===== config.mk =====
export PLATFORM = sky130hd
export DESIGN_NAME = rate_monotonic_tick_scheduler_core
export DESIGN_NICKNAME = d
export VERILOG_FILES = /design/src/rtl/rmts_pkg.sv /design/src/rtl/rate_monotonic_tick_scheduler_core.sv /design/src/rtl/rmts_cell.sv
export SDC_FILE = /design/constraint.sdc
export NUM_CORES = 1
export LEC_CHECK = 0
export BUFFER_PORTS_ARGS = -buffer_cell sky130_fd_sc_hd__clkbuf_2
export CORE_ASPECT_RATIO = 1.5
export CORE_UTILIZATION = 40
export DETAILED_ROUTE_END_ITERATION = 8
export GPL_ROUTABILITY_DRIVEN = 0
export SETUP_SLACK_MARGIN = 0.05
export SYNTH_ARGS = -nofsm -noshare
export SYNTH_HDL_FRONTEND = slang
export SYNTH_SLANG_ARGS = --single-unit

===== constraint.sdc =====
create_clock -name clock -period 10.2 [get_ports clock]
set_clock_uncertainty 0.1 [all_clocks]
set_input_delay 1.02 -clock clock [delete_from_list [all_inputs] [get_ports clock]]
set_output_delay 1.02 -clock clock [all_outputs]
set_load 0.03 [all_outputs]

===== src/rtl/rmts_pkg.sv =====
`timescale 1ns / 1ps
`default_nettype none
// ---------------------------------------------------------------------------
// Rate-monotonic tick scheduler package
// Shared widths, link types and helper functions for the scheduler cells.
// ---------------------------------------------------------------------------
package rmts_pkg;

   // Fixed field widths.
   localparam int DATA_W      = 16;
   localparam int TASK_IDX_W  = 2;
   localparam int CSR_IDX_W   = 3;
   localparam int MAX_TASKS   = 4;
   localparam int NUM_TASKS_DEF = 4;
   localparam int REQ_DATA_W  = 8;
   localparam int RSP_DATA_W  = 8;

   // Configuration register kinds, selected by the lowest index bit.
   localparam logic CSR_KIND_PERIOD = 1'b0;
   localparam logic CSR_KIND_BURST  = 1'b1;

   // Best candidate found so far, handed from cell to cell.
   typedef struct packed {
      logic                  valid;
      logic [TASK_IDX_W-1:0] idx;
      logic [DATA_W-1:0]     period;
   } link_type;

   // Winner of the priority chain, broadcast back to every cell.
   typedef struct packed {
      logic                  valid;
      logic [TASK_IDX_W-1:0] idx;
   } sel_type;

   // Configuration write, seen by every cell.
   typedef struct packed {
      logic                  wen;
      logic [CSR_IDX_W-1:0]  index;
      logic [DATA_W-1:0]     wdata;
   } csr_wr_type;

   // A zero period or burst acts as one.
   function automatic logic [DATA_W-1:0] eff_value(input logic [DATA_W-1:0] v);
      eff_value = (v == '0) ? DATA_W'(1) : v;
   endfunction

endpackage
`default_nettype wire


===== src/rtl/rate_monotonic_tick_scheduler_core.sv =====
`timescale 1ns / 1ps
`default_nettype none
// Latency: the result of a tick is registered and presented in the cycle after the item is accepted.
// Throughput: one tick per cycle unless rsp_tready stalls the output; the priority chain
// through the task cells settles within the accepting cycle, and the output register frees req_tready.
// Reset (synchronous, active high) clears all countdowns, pending flags and unit
// counts, sets every period and burst register to one and empties the output.
// ---------------------------------------------------------------------------
// Rate-monotonic tick scheduler core
// A row of task cells resolves releases and the shortest-period winner for
// each tick item and registers one result item per tick.
// ---------------------------------------------------------------------------
module rate_monotonic_tick_scheduler_core #(
   parameter int NUM_TASKS = rmts_pkg::NUM_TASKS_DEF
) (
   input  wire                                clock,
   input  wire                                reset,
   // Tick channel. tdata: [0] restart, [7:1] zero.
   input  wire                                req_tvalid,
   output logic                               req_tready,
   input  wire  [rmts_pkg::REQ_DATA_W-1:0]    req_tdata,
   // Result channel. tdata: [1:0] running_task, [2] idle, [3] completed,
   // [7:4] missed_mask.
   output logic                               rsp_tvalid,
   input  wire                                rsp_tready,
   output logic [rmts_pkg::RSP_DATA_W-1:0]    rsp_tdata,
   // Configuration write port.
   input  wire                                csr_wen,
   input  wire  [rmts_pkg::CSR_IDX_W-1:0]     csr_index,
   input  wire  [rmts_pkg::DATA_W-1:0]        csr_wdata
);

   rmts_pkg::link_type   link [0:NUM_TASKS];
   rmts_pkg::sel_type    sel;
   rmts_pkg::csr_wr_type csr_wr;
   logic [NUM_TASKS-1:0]           done_vec;
   logic [rmts_pkg::MAX_TASKS-1:0] missed_vec;
   logic                           accept, restart, completed, idle;
   logic                           rsp_valid_ff, rsp_valid_in;
   logic [rmts_pkg::RSP_DATA_W-1:0] rsp_data_ff, rsp_data_in;

   // Input handshake: take a tick whenever the output register can be refilled.
   assign req_tready = !rsp_valid_ff || rsp_tready;
   assign accept     = req_tvalid && req_tready;
   assign restart    = req_tdata[0];

   assign csr_wr.wen   = csr_wen;
   assign csr_wr.index = csr_index;
   assign csr_wr.wdata = csr_wdata;

   // Row of task cells; the chain starts with no candidate.
   assign link[0] = '0;

   for (genvar i = 0; i < NUM_TASKS; i++) begin : g_cell
      rmts_cell #(.IDX(i)) u_cell (
         .clock      (clock),
         .reset      (reset),
         .accept     (accept),
         .restart    (restart),
         .csr_wr     (csr_wr),
         .link_in    (link[i]),
         .link_out   (link[i+1]),
         .sel        (sel),
         .done_out   (done_vec[i]),
         .missed_out (missed_vec[i])
      );
   end

   for (genvar j = NUM_TASKS; j < rmts_pkg::MAX_TASKS; j++) begin : g_unused
      assign missed_vec[j] = 1'b0;
   end

   // Winner of the chain goes back to all cells.
   assign sel.valid = link[NUM_TASKS].valid;
   assign sel.idx   = link[NUM_TASKS].valid ? link[NUM_TASKS].idx : '0;

   assign completed = |done_vec;
   assign idle      = !sel.valid;

   // Output register.
   always_comb begin
      rsp_valid_in = rsp_valid_ff;
      rsp_data_in  = rsp_data_ff;
      if (accept) begin
         rsp_valid_in = 1'b1;
         rsp_data_in  = {missed_vec, completed, idle, sel.idx};
      end else if (rsp_tready) begin
         rsp_valid_in = 1'b0;
      end
   end

   always_ff @(posedge clock) begin
      if (reset) begin
         rsp_valid_ff <= 1'b0;
      end else begin
         rsp_valid_ff <= rsp_valid_in;
      end
      rsp_data_ff <= rsp_data_in;
   end

   assign rsp_tvalid = rsp_valid_ff;
   assign rsp_tdata  = rsp_data_ff;

endmodule
`default_nettype wire


===== src/rtl/rmts_cell.sv =====
`timescale 1ns / 1ps
`default_nettype none
// ---------------------------------------------------------------------------
// Scheduler task cell
// Holds one task's configuration, release countdown, pending flag and unit
// count, and takes part in the shortest-period priority chain.
// ---------------------------------------------------------------------------
module rmts_cell #(
   parameter int IDX = 0
) (
   input  wire                        clock,
   input  wire                        reset,
   input  wire                        accept,
   input  wire                        restart,
   input  wire rmts_pkg::csr_wr_type  csr_wr,
   input  wire rmts_pkg::link_type    link_in,
   output rmts_pkg::link_type         link_out,
   input  wire rmts_pkg::sel_type     sel,
   output logic                       done_out,
   output logic                       missed_out
);

   localparam logic [rmts_pkg::TASK_IDX_W-1:0] MY_IDX = rmts_pkg::TASK_IDX_W'(IDX);

   logic [rmts_pkg::DATA_W-1:0] period_ff, period_in;
   logic [rmts_pkg::DATA_W-1:0] burst_ff, burst_in;
   logic [rmts_pkg::DATA_W-1:0] countdown_ff, countdown_in;
   logic [rmts_pkg::DATA_W-1:0] units_ff, units_in;
   logic                        pending_ff, pending_in;

   logic [rmts_pkg::DATA_W-1:0] eff_p, eff_b;
   logic [rmts_pkg::DATA_W-1:0] cd_cur, units_cur, units_rel;
   logic                        pend_cur, pend_rel, release_now;
   logic [rmts_pkg::DATA_W:0]   units_inc;
   logic                        run, finish;

   assign eff_p = rmts_pkg::eff_value(period_ff);
   assign eff_b = rmts_pkg::eff_value(burst_ff);

   // A restart tick sees all task state as cleared.
   assign cd_cur    = restart ? '0   : countdown_ff;
   assign pend_cur  = restart ? 1'b0 : pending_ff;
   assign units_cur = restart ? '0   : units_ff;

   // Release phase.
   assign release_now = (cd_cur == '0);
   assign missed_out  = release_now && pend_cur;
   assign pend_rel    = release_now || pend_cur;
   assign units_rel   = release_now ? '0 : units_cur;

   // Priority chain: a strictly shorter period displaces earlier candidates.
   always_comb begin
      link_out = link_in;
      if (pend_rel && (!link_in.valid || (eff_p < link_in.period))) begin
         link_out.valid  = 1'b1;
         link_out.idx    = MY_IDX;
         link_out.period = eff_p;
      end
   end

   // Execute one unit when this cell won the chain.
   assign run       = sel.valid && (sel.idx == MY_IDX);
   assign units_inc = {1'b0, units_rel} + (rmts_pkg::DATA_W+1)'(1);
   assign finish    = units_inc >= {1'b0, eff_b};
   assign done_out  = run && finish;

   // Next state.
   always_comb begin
      period_in    = period_ff;
      burst_in     = burst_ff;
      countdown_in = countdown_ff;
      pending_in   = pending_ff;
      units_in     = units_ff;
      if (csr_wr.wen && (csr_wr.index[rmts_pkg::CSR_IDX_W-1:1] == MY_IDX)) begin
         if (csr_wr.index[0] == rmts_pkg::CSR_KIND_BURST) begin
            burst_in = csr_wr.wdata;
         end else begin
            period_in = csr_wr.wdata;
         end
      end
      if (accept) begin
         countdown_in = release_now ? (eff_p - rmts_pkg::DATA_W'(1))
                                    : (cd_cur - rmts_pkg::DATA_W'(1));
         pending_in   = pend_rel;
         units_in     = units_rel;
         if (run) begin
            if (finish) begin
               pending_in = 1'b0;
               units_in   = '0;
            end else begin
               units_in = units_inc[rmts_pkg::DATA_W-1:0];
            end
         end
      end
   end

   // State registers.
   always_ff @(posedge clock) begin
      if (reset) begin
         period_ff    <= rmts_pkg::DATA_W'(1);
         burst_ff     <= rmts_pkg::DATA_W'(1);
         countdown_ff <= '0;
         pending_ff   <= 1'b0;
         units_ff     <= '0;
      end else begin
         period_ff    <= period_in;
         burst_ff     <= burst_in;
         countdown_ff <= countdown_in;
         pending_ff   <= pending_in;
         units_ff     <= units_in;
      end
   end

endmodule
`default_nettype wire


Word level (Yosys, flattened, before mapping)
Cells that the tools add are included.

Input bits: 32. Register bits: 269. Output and inout port bits: 10. Word-level logic and storage cells: 156.

Add/subtract/negate cells: 12. Muxes and demuxes: 51. Bitwise gates (word level): 1. Equal/unequal tests: 6. Magnitude comparators: 7. Reduce and logical (&&, ||, !) cells: 57.

Operators by type and width (count): 16-bit 2-to-1 mux (32); 16-bit zero test (12); 16-bit by 1-bit subtractor with 16-bit output, second input constant (8); 19-bit 2-to-1 mux (4); 16-bit by 1-bit adder with 17-bit output, second input constant (4); 17-bit by 16-bit greater-or-equal comparator with 1-bit output (4); 16-bit < comparator (3); 1-bit logical AND (20); 2-bit AND reduction (8); 1-bit 2-to-1 mux (14); 2-bit == test, second input constant (4); 1-bit logical OR (8); 1-bit zero test (5); 2-bit by 1-bit == test with 1-bit output, second input constant (2); 2-bit zero test (2); 4-bit OR reduction (1); 2-bit 2-to-1 mux (1); 2-bit nonzero test (1); 1-bit inverter (1).

Logic depth before layout (Yosys ltp)
Word-level depth: 21. Mapped depth: 39. Mapped depth without buffers: 32.

Cells and area by module
A second synthesis with hierarchy kept.

Cell total of the unflattened synthesis: 2366. Area total of the unflattened synthesis: 18370.1 µm².

Modules (own cells, without submodules): rmts_cell (g_cell[1].u_cell ...) (times used 2, area each 4459.3 µm², cells an instance 573, sequential area each 1301.2 µm²); rmts_cell (g_cell[0].u_cell) (times used 1, area each 4606.9 µm², cells an instance 602, sequential area each 1301.2 µm²); rmts_cell (g_cell[3].u_cell) (times used 1, area each 4535.6 µm², cells an instance 600, sequential area each 1301.2 µm²); rate_monotonic_tick_scheduler_core (times used 1, area each 309.0 µm², cells an instance 18, sequential area each 260.2 µm²).

Worst setup path after synthesis
No wires, ideal clock.

Path type: register to register. Start point: reg g_cell[0].u_cell.countdown_ff[3] (netlist bit). End point: reg g_cell[3].u_cell.units_ff[0] (netlist bit). Setup slack: 1837 ps. Stages on the path, launching flop included: 38. Data arrival time: 8192 ps. Setup time: 70 ps. Data required time: 10030 ps. Cell sequence: dfxtp_1 or4_4 nor3_4 a211o_2 buf_4 clkbuf_1 nand2_1 ha_1 nand4_1 or4_1 a311o_1 a31oi_1 nor2_1 clkbuf_1 nor2_1 a21oi_1 ha_1 o21ai_0 [... 2 more ...] a2111oi_4 o221ai_2 nand3_1 buf_2 buf_1 nor2_1 a21o_1 ha_1 a21o_1 a21o_1 a211oi_1 o21a_1 o21ai_0 a211o_1 and2_1 buf_6 or4_1 a21oi_1.

Longest elaborated chain between the ends: 20. Elaborated cells on any way between the ends: 23. Classes of those cells: 3 x order compare; 1 x eq/ne; 7 x mux; 12 x reduce/logical.

Ends and longest elaborated chain: start, declared (line rmts_cell.sv:27) `logic [rmts_pkg::DATA_W-1:0] countdown_ff, countdown_in;`; start signal, assigned (line rmts_cell.sv:108) `countdown_ff <= countdown_in;`; 16-bit 2-to-1 mux * (line rmts_cell.sv:41) `assign cd_cur = restart ? '0 : countdown_ff;`; 16-bit zero test * (line rmts_cell.sv:46) `assign release_now = (cd_cur == '0);`; 1-bit logical OR * (line rmts_cell.sv:48) `assign pend_rel = release_now || pend_cur;`; 19-bit 2-to-1 mux * (line rmts_cell.sv:54) `if (pend_rel && (!link_in.valid || (eff_p < link_in.period))) begin`; 16-bit < comparator or 1-bit zero test (tied branches) (line rmts_cell.sv:54); 1-bit logical OR (line rmts_cell.sv:54); 1-bit logical AND (line rmts_cell.sv:54); 19-bit 2-to-1 mux * (line rmts_cell.sv:54); [... 4 more ...]; 16-bit < comparator or 1-bit zero test (tied branches) (line rmts_cell.sv:54); 1-bit logical OR (line rmts_cell.sv:54); 1-bit logical AND (line rmts_cell.sv:54); 19-bit 2-to-1 mux * (line rmts_cell.sv:54); 2-bit 2-to-1 mux (line rate_monotonic_tick_scheduler_core.sv:75) `assign sel.idx = link[NUM_TASKS].valid ? link[NUM_TASKS].idx : '0;`; 2-bit == test (line rmts_cell.sv:62) `assign run = sel.valid && (sel.idx == MY_IDX);`; 1-bit logical AND * (line rmts_cell.sv:62); 16-bit 2-to-1 mux * (line rmts_cell.sv:86) `if (run) begin`; end signal, assigned (line rmts_cell.sv:110) `units_ff <= units_in;`; end, declared (line rmts_cell.sv:28) `logic [rmts_pkg::DATA_W-1:0] units_ff, units_in;`.

Every way passes the cells marked *; elsewhere a longest branch is shown, timed or not. A chain may end at the register's enable or synchronous reset.

Worst setup path after layout
Start point: reg g_cell[0].u_cell.countdown_ff[3] (netlist bit). End point: reg g_cell[2].u_cell.units_ff[1] (netlist bit).

Longest elaborated chain between the ends: 20. Elaborated cells on any way between the ends: 23. Classes of those cells: 3 x order compare; 1 x eq/ne; 7 x mux; 12 x reduce/logical.

Ends and longest elaborated chain (line): 16-bit 2-to-1 mux * (rmts_cell.sv:41); 16-bit zero test * (rmts_cell.sv:46); 1-bit logical OR * (rmts_cell.sv:48); 19-bit 2-to-1 mux * (rmts_cell.sv:54); 16-bit < comparator or 1-bit zero test (tied branches) (rmts_cell.sv:54); 1-bit logical OR (rmts_cell.sv:54); 1-bit logical AND (rmts_cell.sv:54); 19-bit 2-to-1 mux * (rmts_cell.sv:54); [... 4 more ...]; 16-bit < comparator or 1-bit zero test (tied branches) (rmts_cell.sv:54); 1-bit logical OR (rmts_cell.sv:54); 1-bit logical AND (rmts_cell.sv:54); 19-bit 2-to-1 mux * (rmts_cell.sv:54); 2-bit 2-to-1 mux (rate_monotonic_tick_scheduler_core.sv:75); 2-bit == test (rmts_cell.sv:62); 1-bit logical AND * (rmts_cell.sv:62); 16-bit 2-to-1 mux * (rmts_cell.sv:86); end signal, assigned (rmts_cell.sv:110); end, declared (rmts_cell.sv:28).

Marked as above.

==> flow_metrics.tcl <==
set metrics [dict create \
    rr_worst_depth 30 \
    synth_ff_type "dfxtp_1" \
    syn_area_sq_um 16600 \
    grt_pass1_wl_mm 84.89 \
    grt_antenna_before_repair 1 \
    die_w_microns 168.3 \
    p_leak_uw 0.006510 \
    worst_slew_pin_slew_ns 1.256 \
    cp-endpoint "g_cell[2].u_cell.units_ff[1]" \
    cp.required_ns 10.56 \
    hold_buffers 0 \
    power_uw 3185 \
    synth_nets 2372 \
    end_kind "flop" \
    syn_inst 2223 \
    final_nets 2281 \
    crit_type "flop to flop" \
    cts_buffer_depth 3 \
    p_per_area_nw_per_um2 178.5 \
    setup_tns_ns 0 \
    yosysTopAreaCell "dfxtp_1" \
    remaining_drc_errors 0 \
    min_from "g_cell[1].u_cell.countdown_ff[15]" \
    syn_to_final_growth_pct 7.477 \
    drive_gt1_share_pct 6.177 \
    clkTransAtPathRegs_ns 0.07 \
    status "completed" \
    critical_path.startpoint "g_cell[0].u_cell.countdown_ff[3]" \
    die_area_sq_um 42340 \
    core_area_sq_um 40990 \
    rows 91 \
    synthTopCellsByArea "dfxtp_1 (31%), nand2_1 (9.7%), ha_1 (8.8%), a21oi_1 (7.1%), nor2_1 (3.5%)" \
    postCtsSetupRepairBufs 0 \
    hpwl_mm 38.52 \
    yosys_register_bits 269 \
    synth_edf_count 8 \
    gr-usage-all-layers_pct 25.26 \
    start_util_pct 40.50 \
    viasPerCell 6.047 \
    irDropWorstVdd_mv 0.1247 \
    async_reset_ff_share_pct 0 \
    final_max_slew_viol_count 0 \
    seq_area_frac_synth_pct 32.92 \
    cpMaxStageDelayCell "a211oi_4" \
    reg2reg_from "g_cell[0].u_cell.countdown_ff[3]" \
    max_freq_ghz 0.1067 \
    cts.htree.levels 1 \
    startpoint_type "flop" \
    cpMostUsedCell "ha_1" \
    numPortBuffers 34 \
    yosysMostFrequentCell "nand2_1" \
    rsz0062_at_grt "false" \
    dieHeight_microns 251.5 \
    drt_iter0_drc 1209 \
    cp.arrival_ns 9.73 \
    cts_sinks 269 \
    n_antenna_cell 0 \
    rr_endpoint "g_cell[2].u_cell.units_ff[1]" \
    finalHoldViolCount 0 \
    finalCriticalPeriod_ns 9.368 \
    design.portCount 42 \
    cp_max_fo 18 \
    yosysUniqueCellTypes 84 \
    ant_nets 0 \
    post_cts_resized 0 \
    final.period_utilization_pct 91.85 \
    numCtsBuffers 28 \
    reg2reg_setup_slack_ns 0.83 \
    synth_top_area_share_pct 31.47 \
    hold_class "flop to flop" \
    setup_viol 0 \
    slowest_delay_ns 0.66 \
    cts_tree "yes" \
    cts_root_buf "clkbuf_16" \
    drv_cap 0 \
    first_pass_iters 7 \
    grt_max_degree 75 \
    synth_common_cells "nand2_1 (431), dfxtp_1 (261), a21oi_1 (235)" \
    syn_avg_cell_area_sq_um 7.468 \
    insertion_delay_ns 0.57 \
    grt_pass1_vias 15700 \
    wl_per_cell_microns 20.16 \
    yosys_warnings 0 \
    postRouteWirelength_mm 53.69 \
    slew_headroom_pct 15.93 \
    vias 16110 \
    grt.overflow.total 0 \
]
==> worst max-delay path: cells and delay by family (launching register included) <==
family / cells / cell delay, ns
DFF: 1 / 0.34
and+or+nand+nor: 9 / 2.79
AOI/OAI and AO/OA: 16 / 4.57
adders and majority gates: 3 / 0.92
buffers and inverters: 2 / 0.48
==> cells by family (layout without fill, tap and decap cells) <==
family | after synthesis | in the layout | synth area share (%)
AO/OA/AOI/OAI | 611 | 611 | 23.76
XOR/XNOR | 65 | 65 | 3.429
adder cells (fa/ha/maj) | 117 | 117 | 8.818
buffers and inverters | 257 | 187 | 6.007
flip-flops | 269 | 269 | 32.92
multiplexers | 6 | 6 | 0.3994
AND/OR/NAND/NOR | 898 | 898 | 24.66
==> flip-flops by register name, summed over array words and instances, names as in the netlist <==
| name | flops |
|---|---|
| rsp_tvalid | 1 |
| rsp_tdata | 8 |
| g_cell.u_cell.period_ff | 64 |
| g_cell.u_cell.units_ff | 64 |
| g_cell.u_cell.pending_ff | 4 |
| g_cell.u_cell.countdown_ff | 64 |
| g_cell.u_cell.burst_ff | 64 |
==> placed cells by master, fill, tap and decap left out, types with 9 or more instances in the layout <==
master and count:
a211oi_1 23, a21o_1 28, a21oi_1 235, a22o_1 48, a22oi_1 54, a31oi_1 19
a41o_1 9, and2_1 20, and3_1 31, buf_4 21, clkbuf_16 29, clkbuf_2 33
dfxtp_1 261, ha_1 117, inv_1 79, nand2_1 430, nand2b_1 12, nand3_1 61
nand4_1 35, nor2_1 151, nor2b_1 17, nor3_1 41, nor4_1 42, o211ai_1 11
o21ai_0 99, or3_1 25, xnor2_1 25, xor2_1 40
==> through the flow <==
stage	std cells	hold slack [ns]	area (sq um)	utilization [%]	setup slack, ns
3_3_place_gp	2613	0.3473	16890	41.21	0.7578
5_1_grt	2664	0.3777	17840	43.53	0.2298
6_report	2664	0.3616	17840	43.53	0.8318
2_1_floorplan	2223	0.3326	16600	-	1.837
3_5_place_dp	2613	0.3499	16890	41.21	0.7058
4_1_cts	2664	0.3639	17830	43.49	0.6754
==> worst min path at each step <==
| stage | slack [ns] | endpoint | cells past startpoint |
|---|---|---|---|
| after detailed placement | 0.35 | g_cell[1].u_cell.countdown_ff[15] | 1 |
| after CTS | 0.36 | g_cell[2].u_cell.countdown_ff[15] | 2 |
| final | 0.36 | g_cell[1].u_cell.countdown_ff[15] | 1 |
| after floorplan | 0.33 | g_cell[2].u_cell.countdown_ff[15] | 2 |
| after global routing | 0.38 | g_cell[1].u_cell.countdown_ff[15] | 1 |
| after global placement | 0.35 | g_cell[1].u_cell.countdown_ff[15] | 1 |
==> where the power goes <==
group | internal [uW] | leakage [uW] | switching [uW]
clock | 612 | 0.000467 | 448
sequential | 1120 | 0.00219 | 58.8
combinational | 310 | 0.00385 | 639
total | 2040 | 0.00651 | 1150
==> routing by layer <==
metal / wire, microns / track usage [%] / up-vias
met5: 12 / 0 / -
met4: 3316 / 15.19 / 2
met3: 2613 / 2.573 / 168
met2: 26970 / 46.14 / 498
met1: 20790 / 28.08 / 7717
li1: - / - / 7724
==> area by class of cell <==
cell class	instances	area, sq um
clock buffer	40	827.0
clock inverter	11	108.9
sequential	269	5465
fill	4153	23150
inverter	81	304.0
timing repair buffer	55	334.1
tap	511	639.4
multi-input combinational	1697	10160
Power figures use the tool's default switching activity.
